## src/sv/ptk_pkg.sv

```systemverilog
package ptk_pkg;

  localparam int SCORE_W    = 32;
  localparam int POS_W      = 16;
  localparam int RANK_POS_W = 17;
  localparam int RANK_W     = 3;
  localparam int BEAM_W     = 4;
  localparam int IN_DATA_W  = 32;
  localparam int OUT_DATA_W = 24;

  localparam logic [RANK_POS_W-1:0] NO_POSITION = '1;

  typedef struct packed {
    logic              load;
    logic [BEAM_W-1:0] count;
    logic [BEAM_W-1:0] used;
  } emit_req_t;

endpackage

```

## src/sv/ptk_slots.sv

```systemverilog
module ptk_slots #(
  parameter int MAX_BEAM    = 8,
  parameter int MAX_SEQ_LEN = 65536
) (
  input  logic                                 clk,
  input  logic                                 rst_n,
  input  logic                                 beat,
  input  logic signed [ptk_pkg::SCORE_W-1:0]   score,
  input  logic                                 last,
  input  logic [ptk_pkg::BEAM_W-1:0]           beam,
  output ptk_pkg::emit_req_t                   req,
  output logic [ptk_pkg::POS_W-1:0]            ranked_pos [MAX_BEAM]
);
  import ptk_pkg::*;

  localparam int FW      = $clog2(MAX_BEAM + 1);
  localparam int CW      = (FW > BEAM_W) ? FW : BEAM_W;
  localparam int IW      = (MAX_BEAM > 1) ? $clog2(MAX_BEAM) : 1;
  localparam int MAXK    = (MAX_BEAM > 15) ? 15 : MAX_BEAM;
  localparam int POS_LIM = (MAX_SEQ_LEN - 1 > 65535) ? 65535 : MAX_SEQ_LEN - 1;
  localparam logic [POS_W-1:0] POS_MAX = POS_LIM[POS_W-1:0];

  logic signed [SCORE_W-1:0] slot_score_r   [MAX_BEAM];
  logic signed [SCORE_W-1:0] slot_score_nxt [MAX_BEAM];
  logic [POS_W-1:0]          slot_pos_r     [MAX_BEAM];
  logic [POS_W-1:0]          slot_pos_nxt   [MAX_BEAM];
  logic [FW-1:0]             filled_r, filled_nxt;
  logic [POS_W-1:0]          pos_r, pos_nxt;

  logic [BEAM_W-1:0] k;
  logic [CW-1:0]     k_ext, filled_ext, used, used_after;
  logic [MAX_BEAM-1:0] ge;
  logic              ins;

  always_comb begin
    if (beam == '0) begin
      k = BEAM_W'(1);
    end else if (beam > BEAM_W'(MAXK)) begin
      k = BEAM_W'(MAXK);
    end else begin
      k = beam;
    end
    k_ext      = CW'(k);
    filled_ext = CW'(filled_r);
    used       = (filled_ext < k_ext) ? filled_ext : k_ext;
  end

  always_comb begin
    for (int i = 0; i < MAX_BEAM; i++) begin
      ge[i] = (CW'(i) < used) && (slot_score_r[i] >= score);
    end
  end

  assign ins        = !ge[IW'(k - BEAM_W'(1))];
  assign used_after = ins ? ((used == k_ext) ? k_ext : used + CW'(1)) : used;

  always_comb begin
    for (int i = 0; i < MAX_BEAM; i++) begin
      slot_score_nxt[i] = slot_score_r[i];
      slot_pos_nxt[i]   = slot_pos_r[i];
      if (CW'(i) < k_ext && !ge[i]) begin
        if (i == 0) begin
          slot_score_nxt[i] = score;
          slot_pos_nxt[i]   = pos_r;
        end else if (ge[(i > 0) ? i - 1 : 0]) begin
          slot_score_nxt[i] = score;
          slot_pos_nxt[i]   = pos_r;
        end else begin
          slot_score_nxt[i] = slot_score_r[(i > 0) ? i - 1 : 0];
          slot_pos_nxt[i]   = slot_pos_r[(i > 0) ? i - 1 : 0];
        end
      end
    end
  end

  always_comb begin
    filled_nxt = filled_r;
    pos_nxt    = pos_r;
    if (beat) begin
      if (last) begin
        filled_nxt = '0;
        pos_nxt    = '0;
      end else begin
        filled_nxt = ins ? FW'(used_after) : filled_r;
        pos_nxt    = (pos_r < POS_MAX) ? pos_r + POS_W'(1) : pos_r;
      end
    end
  end

  always_ff @(posedge clk) begin
    if (!rst_n) begin
      filled_r <= '0;
      pos_r    <= '0;
    end else begin
      filled_r <= filled_nxt;
      pos_r    <= pos_nxt;
    end
  end

  always_ff @(posedge clk) begin
    if (beat) begin
      slot_score_r <= slot_score_nxt;
      slot_pos_r   <= slot_pos_nxt;
    end
  end

  assign ranked_pos = slot_pos_nxt;
  assign req.load   = beat && last;
  assign req.count  = k;
  assign req.used   = BEAM_W'(used_after);

  a_clear_on_last: assert property (@(posedge clk) disable iff (!rst_n)
    (beat && last) |=> (filled_r == '0 && pos_r == '0))
    else $error("slots not cleared after end of sequence");

  a_pos_bound: assert property (@(posedge clk) disable iff (!rst_n)
    pos_r <= POS_MAX)
    else $error("position counter beyond limit");

endmodule

```

## src/sv/ptk_emit.sv

```systemverilog
module ptk_emit #(
  parameter int MAX_BEAM = 8
) (
  input  logic                                clk,
  input  logic                                rst_n,
  input  ptk_pkg::emit_req_t                  req,
  input  logic [ptk_pkg::POS_W-1:0]           ranked_pos [MAX_BEAM],
  output logic                                free,
  output logic                                out_tvalid,
  input  logic                                out_tready,
  output logic [ptk_pkg::OUT_DATA_W-1:0]      out_tdata,
  output logic                                out_tlast
);
  import ptk_pkg::*;

  localparam int IW = (MAX_BEAM > 1) ? $clog2(MAX_BEAM) : 1;

  logic [POS_W-1:0]  snap_r [MAX_BEAM];
  logic [BEAM_W-1:0] count_r, used_r, rank_r;
  logic              busy_r;
  logic              fire, is_last;
  logic [RANK_POS_W-1:0] rank_pos;

  assign fire    = busy_r && out_tready;
  assign is_last = (rank_r + BEAM_W'(1)) == count_r;
  assign free    = !busy_r || (fire && is_last);

  always_ff @(posedge clk) begin
    if (!rst_n) begin
      busy_r <= 1'b0;
      rank_r <= '0;
    end else begin
      if (req.load) begin
        busy_r <= 1'b1;
        rank_r <= '0;
      end else if (fire) begin
        if (is_last) begin
          busy_r <= 1'b0;
        end
        rank_r <= rank_r + BEAM_W'(1);
      end
    end
  end

  always_ff @(posedge clk) begin
    if (req.load) begin
      snap_r  <= ranked_pos;
      count_r <= req.count;
      used_r  <= req.used;
    end
  end

  assign rank_pos   = (rank_r < used_r) ? {1'b0, snap_r[IW'(rank_r)]} : NO_POSITION;
  assign out_tvalid = busy_r;
  assign out_tdata  = {{(OUT_DATA_W - RANK_W - RANK_POS_W){1'b0}}, rank_r[RANK_W-1:0], rank_pos};
  assign out_tlast  = is_last;

  a_rank_in_row: assert property (@(posedge clk) disable iff (!rst_n)
    busy_r |-> (rank_r < count_r && used_r <= count_r))
    else $error("rank counter outside row");

  a_no_overrun: assert property (@(posedge clk) disable iff (!rst_n)
    (busy_r && !free) |-> !req.load)
    else $error("new row loaded while previous row pending");

endmodule

```

## src/sv/per_sequence_top_k_index_select.sv

```systemverilog
// Channel | Direction | Handshake              | Payload
// in      | input     | in_tvalid / in_tready   | tdata[31:0] score, tlast last_of_sequence
// out     | output    | out_tvalid / out_tready | tdata[16:0] rank_position, [19:17] rank,
//         |           |                         | tlast last_of_row
// cfg     | input     | cfg_valid / cfg_ready   | cfg_data[3:0] beam width
//
// One score beat per cycle; compare-and-insert into the slots completes in the accept cycle.
// The last beat of a sequence copies the ranking into an output row of beam width beats (1 to 8),
// drained one beat a cycle while out_tready is high, from the cycle after that beat.
// Only a last beat stalls, and only while a previous row is still draining.
// rst_n is synchronous: clears slot count, position counter, row state; beam width returns to 1.
// Output stalls hold the current result beat; cfg_ready is always high.
module per_sequence_top_k_index_select #(
  parameter int MAX_BEAM    = 8,
  parameter int MAX_SEQ_LEN = 65536
) (
  input  logic                               clk,
  input  logic                               rst_n,
  input  logic                               in_tvalid,
  output logic                               in_tready,
  input  logic [ptk_pkg::IN_DATA_W-1:0]      in_tdata,   // [31:0] score
  input  logic                               in_tlast,
  output logic                               out_tvalid,
  input  logic                               out_tready,
  output logic [ptk_pkg::OUT_DATA_W-1:0]     out_tdata,  // [16:0] rank_position, [19:17] rank
  output logic                               out_tlast,
  input  logic                               cfg_valid,
  output logic                               cfg_ready,
  input  logic [ptk_pkg::BEAM_W-1:0]         cfg_data
);
  import ptk_pkg::*;

  logic [BEAM_W-1:0] beam_r;
  logic              beat, free;
  emit_req_t         req;
  logic [POS_W-1:0]  ranked_pos [MAX_BEAM];

  assign cfg_ready = 1'b1;

  always_ff @(posedge clk) begin
    if (!rst_n) begin
      beam_r <= BEAM_W'(1);
    end else if (cfg_valid) begin
      beam_r <= cfg_data;
    end
  end

  assign in_tready = free || !in_tlast;
  assign beat      = in_tvalid && in_tready;

  ptk_slots #(
    .MAX_BEAM    (MAX_BEAM),
    .MAX_SEQ_LEN (MAX_SEQ_LEN)
  ) u_slots (
    .clk        (clk),
    .rst_n      (rst_n),
    .beat       (beat),
    .score      ($signed(in_tdata[SCORE_W-1:0])),
    .last       (in_tlast),
    .beam       (beam_r),
    .req        (req),
    .ranked_pos (ranked_pos)
  );

  ptk_emit #(
    .MAX_BEAM (MAX_BEAM)
  ) u_emit (
    .clk        (clk),
    .rst_n      (rst_n),
    .req        (req),
    .ranked_pos (ranked_pos),
    .free       (free),
    .out_tvalid (out_tvalid),
    .out_tready (out_tready),
    .out_tdata  (out_tdata),
    .out_tlast  (out_tlast)
  );

endmodule

```

## config.mk

```make
export PLATFORM = sky130hd
export DESIGN_NAME = per_sequence_top_k_index_select
export DESIGN_NICKNAME = d
export VERILOG_FILES = /design/src/sv/ptk_pkg.sv /design/src/sv/ptk_slots.sv /design/src/sv/ptk_emit.sv /design/src/sv/per_sequence_top_k_index_select.sv
export SDC_FILE = /design/constraint.sdc
export NUM_CORES = 1
export LEC_CHECK = 0
export ABC_AREA = 1
export BUFFER_PORTS_ARGS = -buffer_cell sky130_fd_sc_hd__buf_4
export CAP_MARGIN = 40
export CELL_PAD_IN_SITES_DETAIL_PLACEMENT = 2
export CELL_PAD_IN_SITES_GLOBAL_PLACEMENT = 2
export CORE_ASPECT_RATIO = 0.7
export CORE_MARGIN = 1
export CORE_UTILIZATION = 35
export CTS_CLUSTER_DIAMETER = 150
export DETAILED_ROUTE_END_ITERATION = 12
export PLACE_DENSITY = 0.82
export SYNTH_ARGS = -nofsm -noshare
export SYNTH_HDL_FRONTEND = slang
export SYNTH_SLANG_ARGS = --single-unit
export TNS_END_PERCENT = 100
```

## constraint.sdc

```tcl
create_clock -name clk -period 20.3 [get_ports clk]
set_input_delay 1.015 -clock clk [delete_from_list [all_inputs] [get_ports clk]]
set_output_delay 1.015 -clock clk [all_outputs]
set_load 0.01 [all_outputs]
```

==> metrics.md, run 1 <==
| Metric | Value |
|---|---|
| Status | finished, final reports clean |
| # diodes | 0 |
| Core box area | 84,200 sq um |
| RSZ-0062 raised after global routing | no |
| Area grow syn2layout | 12.6% |
| # rows | 89 |
| Setup slack, reg-to-reg | 14.37 ns |
| Die Height | 246 um |
| Worst-Skew Late Latency | 0.67 ns |
| Post-Place Cells | 4,181 |
| CTS Buf Count | 60 |
| Dominant synthesized flop cell | edfxtp_1 |
| Root buffer cell | clkbuf_16 |
| EDFF count, synth | 520 |
| Hold Fails Final Rpt | 0 |
| CTS tree | done |
| Post_cts resized | 0 |
| Final setup TNS | 0 ns |
| Drt wl/cell | 24.6 um |
| Max Cap Viol | 0 |
| Clk buf depth | 3 |
| Detailed Place HPWL | 71,600 um |
| GRT overflow | 0 |
| Register area share after synthesis | 54.4% |
| Worst R2R Start | u_emit.rank_r[1] |
| Relative slew slack | 36.0% |
| Hold Path Depth | 2 |
| Avg Inst Size Synth | 9.68 sq um |
| Synth warnings | 0 |
| Req. time, crit path | 20.59 ns |
| GP Congestion | 0.826 |
| Final Critical Period | 5.93 ns |
| Worst Min Path Start | beam_r[0] |
| Worst min-delay path class | flop to flop |
| # IOs | 70 |
| Period Utilization, post-route | 29.2% |
| Hold_buf cts | 0 |
| Maximum vdd drop | 63.9 uV |
| Starting density of the core | 35.3% |
| Setup Fix Bufs, Post-CTS | 0 |
| R2r endpoint | u_emit.snap_r[24] |
| First-pass GRT wire length | 161,000 um |
| DR DRC count | 0 |
| DRT iter0 DRCs | 1,804 |
| Port bufs | 64 |
| Clock sink total | 549 |
| Net count, final | 3,417 |
| Cells after synthesis | 3,074 |
| Worst EP arrival | 6.22 ns |
| Max-slew violations | 0 |
| Post-Layout Cell Count | 4,285 |
| Final ANT Viol Nets | 0 |
| Final worst slack | 14.37 ns |
| Vias in the first global route | 26,381 |
| Power Dens Cells | 91.3 nW/um^2 |
| Netlist cell types | 50 |
| Tot GR Track Use | 24.5% |
| Clock skew | 0.0266 ns |
| 1st-pass router iterations | 5 |
| Least-Margin Pin Slew | 0.961 ns |
| H-tree levels | 2 |
| Hold Path Sink | beam_r[0] |
| Cells on worst reg2reg path | 14 |
| CP Max Fanout | 82 |
| Largest net degree at the start of global routing | 83 |
| Synthesized cell area | 29,800 sq um |
| Clock transition at path regs | 0.06 ns |
| Horiz. Die Dim | 350 um |
| Final setup fails | 0 |
| Vias | 24,110 |
| Layout cells sized above 1 | 7.88% |
| Vias/cell | 5.63 |
| Leakage | 13.7 nW |
| Maximum clock frequency | 0.169 GHz |
| Fin Hold WS | 0.474 ns |
| Worst setup EP type | flop |
| DRT Wirelength | 105,000 um |
| Fraction of registers with async set/reset | 0% |
| Flop and latch count out of synthesis | 549 |
| Dpl ws | 14.00 ns |
| Initial antenna violation count | 0 |
| Kind of start point of the critical path | flop |
| Critical path class | flop to flop |
| Die area | 86,200 sq um |
-- cells in the mapped netlist (all sizes together), types with 3 or more instances --
| master | count | area (sq um) |
|---|---|---|
| nand2 | 808 | 3090 |
| edfxtp | 520 | 15600 |
| o21ai | 395 | 1980 |
| nor2 | 290 | 1110 |
| ha | 269 | 3370 |
| a21oi | 191 | 960 |
| inv | 161 | 607 |
| clkbuf | 85 | 319 |
| nand3 | 83 | 453 |
| buf | 55 | 302 |
| a31oi | 33 | 206 |
| o32ai | 32 | 280 |
| dfxtp | 29 | 581 |
| nand4 | 23 | 144 |
| nor3 | 20 | 131 |
| o21a | 16 | 120 |
| o31ai | 16 | 120 |
| a21o | 9 | 67.6 |
| nor4 | 8 | 56.3 |
| xor2 | 7 | 61.3 |
| nor3b | 4 | 35.0 |
| a211oi | 3 | 32.5 |
| o21bai | 3 | 22.5 |
-- per-stage QoR --
step	area [sq um]	util, %	total power (W)
2_1_floorplan	29800	-	0.00175
3_3_place_gp	31400	37.3	0.00192
3_5_place_dp	31600	37.6	0.00196
4_1_cts	33500	39.8	0.00307
5_1_grt	33500	39.8	0.00317
6_report	33500	39.8	0.00306
-- per-layer routing --
metal / share of wire [%] / wire [um] / track usage (%) / vias to the layer above
li1: - / - / - / 10871
met1: 48 / 50200 / 35.3 / 12428
met2: 45 / 47600 / 38.8 / 656
met3: 5.0 / 5270 / 2.83 / 155
met4: 2.1 / 2180 / 6.10 / 0
met5: 0 / 0 / 0 / -
-- layout make-up --
class | instances | area, sq um
fillers | 9123 | 50700
flip-flops and latches | 549 | 16200
multi-input cells | 2225 | 12400
clock buffers | 67 | 1530
well taps | 1137 | 1420
repair buffers | 107 | 965
inverters | 163 | 629
clock inverters | 37 | 348
-- how the worst max path moves through the flow --
stage / start / to / slack, ns / depth (start not counted)
finish: u_emit.rank_r[1] / u_emit.snap_r[24] / 14.37 / 14
global placement: in_tdata[11] / u_slots.slot_score_r[206] / 13.81 / 18
floorplan: u_emit.rank_r[0] / u_emit.count_r[0] / 13.57 / 12
detailed placement: in_tdata[9] / u_slots.slot_score_r[139] / 14.00 / 18
global route: u_emit.rank_r[1] / u_emit.snap_r[24] / 14.02 / 14
CTS: u_emit.rank_r[1] / u_emit.snap_r[24] / 14.29 / 14
-- registers in the layout, indices dropped and copies added, names as in the netlist --
register              cells
u_slots.filled_ext        4
u_emit.snap_r           128
u_slots.slot_score_r    256
u_emit.used_r             4
u_emit.out_tvalid         1
u_slots.slot_pos_r      128
beam_r                    4
u_slots.pos_r            16
u_emit.rank_r             4
u_emit.count_r            4
-- logic make-up (layout without fill, tap and decap cells) --
| logic type | count (synthesis) | after routing | share of synthesized area (%) |
|---|---|---|---|
| simple gates | 1241 | 1241 | 17.0 |
| buf+inv | 303 | 374 | 4.17 |
| other cells | 2 | 5 | 0.0252 |
| compound gates | 701 | 701 | 12.8 |
| flops | 549 | 549 | 54.4 |
| fa+ha+maj | 269 | 269 | 11.3 |
| xor+xnor | 9 | 9 | 0.265 |
-- where the power goes --
part	leakage, nW	total (W)	switching (W)	internal [W]
Combinational	7.67	0.000514	0.000363	0.000151
Sequential	5.15	0.00144	0.0000562	0.00138
Clock	0.915	0.00111	0.000494	0.000613
Total	13.7	0.00306	0.000914	0.00215
-- layout by cell type (no fill, tap or decap), drive strengths merged, types with 20 or more instances in the layout --
master / Yosys / final
nand2: 808 / 808
edfxtp: 520 / 520
o21ai: 395 / 395
nor2: 290 / 290
ha: 269 / 269
a21oi: 191 / 191
inv: 161 / 163
buf: 55 / 107
nand3: 83 / 83
clkbuf: 85 / 67
a31oi: 33 / 33
o32ai: 32 / 32
clkinv: 2 / 30
dfxtp: 29 / 29
nand4: 23 / 23
nor3: 20 / 20
-- worst max-delay path, cell delays in order, from the launching register on --
cell	delay [ns]
dfxtp_2	0.33
buf_4	0.64
ha_1	0.41
nor2_1	0.14
o2111ai_1	0.16
nor3_2	0.23
nand2_1	0.07
nand2_1	0.06
inv_1	0.05
nand2_1	0.21
nand2_2	0.35
inv_6	0.76
nand2_1	0.46
inv_6	0.74
buf_4	0.79
No activity file was read; power rests on OpenSTA's default activity.
==> inputs of run 2 (changes only) <==
clock period = 6.22 ns   (was 20.3 ns; I/O delays follow)
==> run 2 against run 1 <==
Effect of this change:
- cell area rose by 1.0%
- clock skew fell by 0.0051 ns
- power rose to 3.2 times the previous value
- via count fell by 0.11%
- hold slack got worse by 0.37 ns
- global-route usage fell by 0.63 points
- final cell count rose by 1.2%
- core utilization rose by 0.41 points
- sequential power rose to 3.3 times the previous value
- critical path depth fell by 1
==> metrics.md, run 2 (synthesis results as in run 1) <==
| Metric | Value |
|---|---|
| Max-slew violations | 0 (unchanged) |
| Met3 GRT Util | 2.73% (was 2.83%) |
| Vias in the first global route | 26,406 (was 26,381) |
| Clock skew | 0.0214 ns (was 0.0266 ns) |
| 1st-pass router iterations | 7 (was 5) |
| First-pass GRT wire length | 158,000 um (was 161,000 um) |
| CP Max Fanout | 68 (was 82) |
| Max Cap Viol | 0 (unchanged) |
| H-tree levels | 2 (unchanged) |
| # rows | 89 (unchanged) |
| Critical path class | flop to flop (unchanged) |
| Final setup fails | 0 (unchanged) |
| GP Congestion | 0.822 (was 0.826) |
| Top reg by flops | u_slots.slot_score_r (unchanged) |
| Detailed Place HPWL | 68,900 um (was 71,600 um) |
| DRT iter0 DRCs | 1,568 (was 1,804) |
| Kind of start point of the critical path | flop (unchanged) |
| Worst setup EP type | flop (unchanged) |
| Core box area | 84,200 sq um (unchanged) |
| Final core utilization | 40.2% (was 39.8%) |
| Drt wl/cell | 23.6 um (was 24.6 um) |
| Status | finished, final reports clean (unchanged) |
| Hold Fails Final Rpt | 0 (unchanged) |
| Port bufs | 64 (unchanged) |
| Layout cells sized above 1 | 8.04% (was 7.88%) |
| Final ANT Viol Nets | 0 (unchanged) |
| Fin Hold WS | 0.100 ns (was 0.474 ns) |
| Net count, final | 3,464 (was 3,417) |
| Vias | 24,083 (was 24,110) |
| Relative slew slack | 36.5% (was 36.0%) |
| DR DRC count | 0 (unchanged) |
| Leakage | 13.9 nW (was 13.7 nW) |
| Least-Margin Pin Slew | 0.953 ns (was 0.961 ns) |
| RSZ-0062 raised after global routing | no (unchanged) |
| Power Dens Cells | 291 nW/um^2 (was 91.3 nW/um^2) |
| Regs by FF count | u_slots.slot_score_r: 256 flops, u_emit.snap_r: 128 flops, u_slots.slot_pos_r: 128 flops (unchanged) |
| Commonest cells after routing, fill and taps aside | 790 x nand2_1, 520 x edfxtp_1, 379 x o21ai_0, 280 x nor2_1, 269 x ha_1 (unchanged) |
| Vias/cell | 5.56 (was 5.63) |
| Clk buf depth | 3 (unchanged) |
| # IOs | 70 (unchanged) |
| Clock sink total | 549 (unchanged) |
| DRT Wirelength | 102,000 um (was 105,000 um) |
| Final setup TNS | 0 ns (unchanged) |
| Worst-Skew Late Latency | 0.64 ns (was 0.67 ns) |
| Met1 usage | 32.9% (was 35.3%) |
| Maximum vdd drop | 214 uV (was 63.9 uV) |
| Final Critical Period | 4.56 ns (was 5.93 ns) |
| Die area | 86,200 sq um (unchanged) |
| Root buffer cell | clkbuf_16 (unchanged) |
| Worst min-delay path class | input port to flop (was flop to flop) |
| Req. time, crit path | 6.48 ns (was 20.59 ns) |
| Largest net degree at the start of global routing | 104 (was 83) |
| Horiz. Die Dim | 350 um (unchanged) |
| Initial antenna violation count | 1 (was 0) |
| # diodes | 0 (unchanged) |
| Tot GR Track Use | 23.8% (was 24.5%) |
| Met2 usage | 39.4% (was 38.8%) |
| Clock transition at path regs | 0.06 ns (about the same) |
| GR peak layer | met2 (unchanged) |
| Starting density of the core | 35.3% (unchanged) |
| GRT overflow | 0 (unchanged) |
| Largest register FFs | 256 (unchanged) |
| Setup Fix Bufs, Post-CTS | 0 (unchanged) |
| CTS tree | done (unchanged) |
| Area grow syn2layout | 13.8% (was 12.6%) |
| Worst EP arrival | 4.82 ns (was 6.22 ns) |
| Die Height | 246 um (unchanged) |
| Most common cell after layout, fill and taps aside | nand2_1 (unchanged) |
| Period Utilization, post-route | 73.3% (was 29.2%) |
| Maximum clock frequency | 0.219 GHz (was 0.169 GHz) |
| CTS Buf Count | 60 (unchanged) |
==> run 2: cell count changes in the layout (fill, tap and decap cells not counted), moves of 2 or more <==
cell           previous run  this run
dlygate4sd3_1             0        42
clkinv_2                  7        16
clkinv_1                 20        12
clkbuf_1                  7        13
buf_4                    97       102
bufinv_16                 6         3
buf_16                    6         4
buf_2                     0         2
clkinvlp_4                1         3
inv_6                     3         1
==> run 2: final timing paths <==
path | depth (start not counted) | endpoint | startpoint | slack, ns
worst max-delay path | 13 | u_slots.slot_score_r[249] | beam_r[3] | 1.66
worst min-delay path | 3 | beam_r[3] | cfg_valid | 0.10
worst max register to register | 13 | u_slots.slot_score_r[249] | beam_r[3] | 1.66
worst min register to register | 2 | u_slots.filled_ext[2] | u_slots.filled_ext[2] | 0.53
==> run 2: metal layers <==
| metal | vias to the layer above | part of all wire [%] |
|---|---|---|
| li1 | 10977 | - |
| met4 | 0 | 2.4 |
| met3 | 165 | 4.5 |
| met5 | - | 0 |
| met2 | 568 | 46 |
| met1 | 12373 | 47 |
==> run 2: power breakdown <==
group,internal (W),switching [W]
Sequential,0.00451,0.000172
Combinational,0.000511,0.00117
Clock,0.00191,0.00156
Total,0.00693,0.00291
==> run 2: cell type report <==
cell class              count  area [sq um]
fillers                  9107         50300
repair buffers            154          1390
well taps                1137          1420
clock buffers              74          1580
multi-input cells        2225         12400
inverters                 163           628
clock inverters            33           235
flip-flops and latches    549         16200
==> run 2: through the flow <==
| step | power [W] | area (sq um) | cells | setup WS (ns) |
|---|---|---|---|---|
| floorplan | 0.00570 | 29800 | 3077 | 0.585 |
| global route | 0.0102 | 33900 | 4335 | 1.38 |
| finish | 0.00984 | 33900 | 4335 | 1.66 |
| global placement | 0.00624 | 31500 | 4177 | 1.27 |
| CTS | 0.00989 | 33800 | 4334 | 1.73 |
| detailed placement | 0.00638 | 31600 | 4185 | 1.63 |
==> run 2: critical path, cell delays in order (launching register included) <==
cell and delay, ns:
dfxtp_1 0.45, nor2_1 0.43, inv_1 0.19, ha_1 0.24, a21oi_1 0.25, nand2_2 0.15, o21ai_0 0.32, ha_1 0.24
nand2_1 0.14, nand2_4 0.61, nand2_1 0.13, buf_4 0.30, nor2_4 0.15, buf_4 0.53
==> run 2: repair_timing <==
item / in CTS / in global routing
hold endpoints to repair: 39 / 0
hold buffers: 42 / 0
resized for setup: 0 / 0
